[config.mk]
export PLATFORM = sky130hd
export DESIGN_NAME = afc_plane
export DESIGN_NICKNAME = d
export VERILOG_FILES = /design/src/hw/rtl/afc_pkg.sv /design/src/hw/rtl/afc_plane.sv
export VERILOG_INCLUDE_DIRS = /design/src /design/src/hw/rtl
export SDC_FILE = /design/constraint.sdc
export NUM_CORES = 2
export LEC_CHECK = 0
export CAP_MARGIN = 10
export CELL_PAD_IN_SITES_DETAIL_PLACEMENT = 1
export CELL_PAD_IN_SITES_GLOBAL_PLACEMENT = 1
export CORE_MARGIN = 1
export CORE_UTILIZATION = 55
export CTS_BUF_LIST = sky130_fd_sc_hd__clkbuf_4 sky130_fd_sc_hd__clkbuf_8
export CTS_CLUSTER_DIAMETER = 100
export DETAILED_ROUTE_END_ITERATION = 8
export DONT_BUFFER_PORTS = 1
export GPL_ROUTABILITY_DRIVEN = 0
export PLACE_DENSITY_LB_ADDON = 0.08
export SLEW_MARGIN = 20
export SYNTH_ARGS = -nofsm -noshare
export SYNTH_HDL_FRONTEND = slang
export SYNTH_SLANG_ARGS = --single-unit
[constraint.sdc]
create_clock -name clk -period 7.25 [get_ports clk]
set_clock_uncertainty 0.15 [all_clocks]
set_input_delay 0.725 -clock clk [delete_from_list [all_inputs] [get_ports clk]]
set_output_delay 0.725 -clock clk [all_outputs]
set_load 0.005 [all_outputs]
[src/hw/rtl/assert_macros.svh]
// Assertion macros shared by the RTL. Bodies compile away when SYNTH is set.
`ifndef ASSERT_MACROS_SVH
`define ASSERT_MACROS_SVH

`ifndef SYNTH

// Property that must hold at every clock edge out of reset.
`define AFC_ASSERT(lbl, clk, rst_n, prop, msg) \
    lbl: assert property (@(posedge clk) disable iff (!rst_n) prop) \
        else $error(msg);

// When cond holds, prop must hold in the next cycle.
`define AFC_ASSERT_NEXT(lbl, clk, rst_n, cond, prop, msg) \
    lbl: assert property (@(posedge clk) disable iff (!rst_n) (cond) |=> (prop)) \
        else $error(msg);

`else

`define AFC_ASSERT(lbl, clk, rst_n, prop, msg)
`define AFC_ASSERT_NEXT(lbl, clk, rst_n, cond, prop, msg)

`endif

`endif

[src/hw/rtl/afc_pkg.sv]
package afc_pkg;

    localparam int COORD_WIDTH_DEF = 32;
    localparam int MAT_REGS        = 8;
    localparam int MAT_IDX_W       = 3;
    localparam int PLANES          = 6;
    localparam int NCOMP           = 4;
    localparam int HALF_W          = 32;
    localparam int COMP_W          = HALF_W + 1;
    localparam int Q_FRAC          = 16;
    localparam int APB_DW          = 64;
    localparam int ADDR_LSB        = 3;
    localparam int APB_AW          = MAT_IDX_W + ADDR_LSB;

    // Component slots of a plane: normal x, y, z and offset.
    localparam int COMP_X = 0;
    localparam int COMP_Y = 1;
    localparam int COMP_Z = 2;
    localparam int COMP_D = 3;

    typedef enum logic [MAT_IDX_W-1:0] {
        REG_R0_C01 = 3'd0,
        REG_R0_C23 = 3'd1,
        REG_R1_C01 = 3'd2,
        REG_R1_C23 = 3'd3,
        REG_R2_C01 = 3'd4,
        REG_R2_C23 = 3'd5,
        REG_R3_C01 = 3'd6,
        REG_R3_C23 = 3'd7
    } reg_idx_t;

    typedef logic signed [COMP_W-1:0] comp_t;

    // Per-stage advance strobes of the datapath pipeline.
    typedef struct packed {
        logic s1;
        logic s2;
        logic s3;
        logic s4;
    } afc_adv_t;

    // One Q16.16 half of a matrix register, widened to a plane component.
    function automatic comp_t elem_q(input logic [APB_DW-1:0] word, input logic odd);
        logic signed [HALF_W-1:0] h;
        h = odd ? word[APB_DW-1:HALF_W] : word[HALF_W-1:0];
        return COMP_W'(h);
    endfunction

endpackage

[src/hw/rtl/afc_plane.sv]
`include "assert_macros.svh"

module afc_plane
    import afc_pkg::*;
(
    input  logic              clk,
    input  logic              rst_n,
    input  logic              psel,
    input  logic              penable,
    input  logic              pwrite,
    input  logic [APB_AW-1:0] paddr,
    input  logic [APB_DW-1:0] pwdata,
    output logic [APB_DW-1:0] prdata,
    output logic              pready,
    output comp_t             plane [PLANES][NCOMP]
);

    logic [APB_DW-1:0]    mat_reg  [MAT_REGS];
    logic [APB_DW-1:0]    mat_next [MAT_REGS];
    comp_t                plane_reg  [PLANES][NCOMP];
    comp_t                plane_next [PLANES][NCOMP];
    logic                 wr_en;
    logic [MAT_IDX_W-1:0] wr_idx;
    comp_t                left_x_exp;
    comp_t                far_d_exp;

    assign pready = 1'b1;
    assign wr_en  = psel & penable & pwrite;
    assign wr_idx = paddr[APB_AW-1:ADDR_LSB];
    assign prdata = mat_reg[wr_idx];

    always_comb
    begin
        for (int j = 0; j < MAT_REGS; j++)
        begin
            mat_next[j] = (wr_en && (wr_idx == MAT_IDX_W'(j))) ? pwdata : mat_reg[j];
        end
    end

    // Plane k: row 3 plus (even k) or minus (odd k) row k/2.
    for (genvar k = 0; k < PLANES; k++)
    begin : g_plane
        for (genvar i = 0; i < NCOMP; i++)
        begin : g_comp
            localparam int ROW_IDX  = (k / 2) * 2 + i / 2;
            localparam int BASE_IDX = int'(REG_R3_C01) + i / 2;
            localparam int ODD_COL  = i % 2;
            comp_t base_v;
            comp_t other_v;

            assign base_v  = elem_q(mat_next[BASE_IDX], 1'(ODD_COL));
            assign other_v = elem_q(mat_next[ROW_IDX], 1'(ODD_COL));
            assign plane_next[k][i] = ((k % 2) == 1) ? base_v - other_v : base_v + other_v;
        end
    end

    always_ff @(posedge clk or negedge rst_n)
    begin
        if (!rst_n)
        begin
            for (int j = 0; j < MAT_REGS; j++)
            begin
                mat_reg[j] <= '0;
            end
            for (int k = 0; k < PLANES; k++)
            begin
                for (int i = 0; i < NCOMP; i++)
                begin
                    plane_reg[k][i] <= '0;
                end
            end
        end
        else
        begin
            mat_reg   <= mat_next;
            plane_reg <= plane_next;
        end
    end

    assign plane = plane_reg;

    assign left_x_exp = elem_q(mat_reg[REG_R3_C01], 1'b0) + elem_q(mat_reg[REG_R0_C01], 1'b0);
    assign far_d_exp  = elem_q(mat_reg[REG_R3_C23], 1'b1) - elem_q(mat_reg[REG_R2_C23], 1'b1);

    `AFC_ASSERT(a_left_x, clk, rst_n, plane_reg[0][COMP_X] == left_x_exp, "left plane x stale")
    `AFC_ASSERT(a_far_d, clk, rst_n, plane_reg[5][COMP_D] == far_d_exp, "far plane offset stale")
    `AFC_ASSERT(a_pready, clk, rst_n, pready, "pready dropped")

endmodule

==> out/metrics.cfg <==
[global_routing]
grt_max_degree=214
overflow=0
grt_usage=0.398
grt_pass1_wl_mm=430
grt_pass1_vias=63000
grt_antenna_before_repair=31

[route]
ant_nets=0
vias=62200
wl_met2_mm=115
first_iter_violations=5623
wl_met3_mm=35.3
wirelength_mm=295
viasPerCell=6.37
post_drt_wl_per_cell_um=30.2
drc=260
top_layer=met5
met1Wirelength_mm=132
first_pass_iters=9

[yosys]
netlist_instances=7700
netlist.area_leader.share=0.406
synth_enable_flop_cells=0
synth_warnings=0
synth-seq-area-share=0.406
synthDistinctLibCells=99
ys_async_sr_fraction=1.00
avgSynthCellArea_um2=10.3
synth_area_leaders=dfrtp_1 41%, ha_1 12%, mux2_2 7.0%
synth-seq-cells=1292
ys.flop_type=dfrtp_1
synth.net_count=8567
netlist_area_um2=79600
yosysTopAreaCell=dfrtp_1

[hold_path]
hp-class=input port to flop

[finish]
fin_area_um2=86900
final_cell_mix=1,292 x dfrtp_1, 768 x ha_1, 739 x inv_1
final_util=0.605
final_common_cell=dfrtp_1
area.growth.synth_to_final_pct=9.09
layout-drive-gt1-share=0.146
largest_reg_flops=780
nFillCells=15300
ff_latch_area_um2=32300
multi_input_area_um2=43100
layout.nets=8530

[clock_network]
post_cts_buffers=0
htree_levels=4
cts_sinks=1292
clock_latency_ps=980
cts_tree=yes
clk_path_buf_depth=3
cts.clk_slew.worst_paths_ps=60
ctsResizeCount=0
root_buffer=clkbuf_8
hold_buffers=66
numCtsBuffers=214

[flow_run]
cap_violations=0

[floorplanning]
design.die.area_um2=146000
core_area_um2=144000
initial_utilization=0.554
boundaryPins=932
die_h_um=383
num_rows=139
fp.dieW_um=383

[timing]
fin_crit_ps=5610
clock.fmax_ghz=0.178
setup_ws_ps=1640
tns_ps=0
setup_viol=0
worstMarginPinSlew_ps=1010
hold_ws_ps=77.5
slew_violations=0
slew_headroom=0.326
hold_viol_final=0
rsz0062_at_grt=no
fin_crit_sh=0.774

[placement]
dp_hpwl_mm=226
dp_slack_ps=873
io_buffers=0
place_area_um2=81100

[setup_path]
cp-start-kind=input port
crit_buf_inv=2
cp_max_fo=66
critPathCaptureType=flop
critPathArrivalTime_ps=6270
path_class=input port to flop
max_stage_delay_ps=790
crit_family=simple AND/OR/NAND/NOR gates
required_ps=7900
crit_chain=nand4b_1, or3_2, buf_4, buf_4, mux2_2, ha_1, or3_1, a211o_1, a21oi_1, a211oi_1, o31ai_1, nand3b_1, a21oi_1, o31ai_1, xor2_1
slowest_stage=or3_2

[pwr]
leakage_nw=40.2
power.density_nw_per_um2=413
vdd_drop_max_mv=0.267

[run_status]
violations=DRC
status=complete, but fails checks

-- synth_stat cells (all sizes together) (10+ instances only) --
cell and n:
a21o 117, mux2 494, nor3 121, a31oi 52
nor2b 67, mux4 128, nand2 203, a21boi 12
o31a 12, inv 740, mux2i 84, or2 15
o311ai 14, o31ai 55, xnor2 539, o211ai 27
a2111oi 23, and2 10, xor2 147, or4 23
nand2b 93, buf 73, a21oi 651, nand4 35
nor4 56, a211o 13, nor2 618, a31o 16
nor3b 12, a221oi 23, dfrtp 1292, o22ai 14
a221o 18, a211oi 60, clkbuf 284, nand3 73
ha 768, o21bai 182, and3 28, o41ai 15
o21a 49, or3 35, o21ai 269, fa 24
-- per-layer routing --
layer / up-vias / global-route usage
met5: - / 0
li1: 26600 / -
met1: 31900 / 0.596
met2: 3199 / 0.524
met3: 503 / 0.132
met4: 22 / 0.157
-- final cells by class --
| cell class | count | share of cell area |
|---|---|---|
| tap | 1903 | 0.0274 |
| clock inverter | 82 | 0.0113 |
| antenna | 24 | 0.000691 |
| multi-input combinational | 5307 | 0.496 |
| inverter | 744 | 0.0321 |
| sequential | 1292 | 0.372 |
| timing repair buffer | 104 | 0.0135 |
| clock buffer | 312 | 0.0464 |
-- where the power goes --
part / total [W] / switching (W) / internal (W)
Combinational: 0.0157 / 0.0101 / 0.00560
Sequential: 0.0127 / 0.00264 / 0.0100
Clock: 0.00755 / 0.00327 / 0.00427
Total: 0.0359 / 0.0160 / 0.0199
-- stage by stage --
stage / cells / power (W)
after CTS: 9743 / 0.0354
after detailed placement: 9283 / 0.0275
after global routing: 9751 / 0.0375
after floorplan: 7700 / 0.0218
after global placement: 9281 / 0.0271
final: 9768 / 0.0359
-- worst reg2reg max path, stage by stage (launching register included) --
cell and delay (ps):
dfrtp_1 390, mux2i_1 480, inv_1 180, ha_1 240, o21ai_0 240, a21oi_1 140, o41ai_1 470, o21ai_1 270
a21oi_1 390, o311ai_1 280, a211oi_1 410, o31ai_1 140, a21oi_1 230, xor2_1 460
-- kinds of logic (layout without fill, tap and decap cells) --
kind of cell,Yosys count,in the layout,synth area share
AOI/OAI and AO/OA,1708,1708,0.138
xor gates and xnor gates,686,686,0.0755
adders and majority gates,792,792,0.127
buffers and inverters,1101,1242,0.0532
DFF,1292,1292,0.406
muxes,706,706,0.117
other,1,25,0.0000471
and+or+nand+nor,1414,1414,0.0838
-- path summary, 6_finish.rpt --
check                        startpoint            to  cells past startpoint  slack, ps
min reg2reg                mat_reg[372]  mat_reg[372]                      1        420
max                            paddr[5]    plane[657]                     15       1640
min                            paddr[4]  mat_reg[192]                      2         80
max reg2reg                mat_reg[129]    plane[196]                     13       2590
min in group asynchronous         rst_n    plane[365]                      2        500
max in group asynchronous         rst_n    plane[554]                      7       3240
No activity file was read; power rests on OpenSTA's default activity.
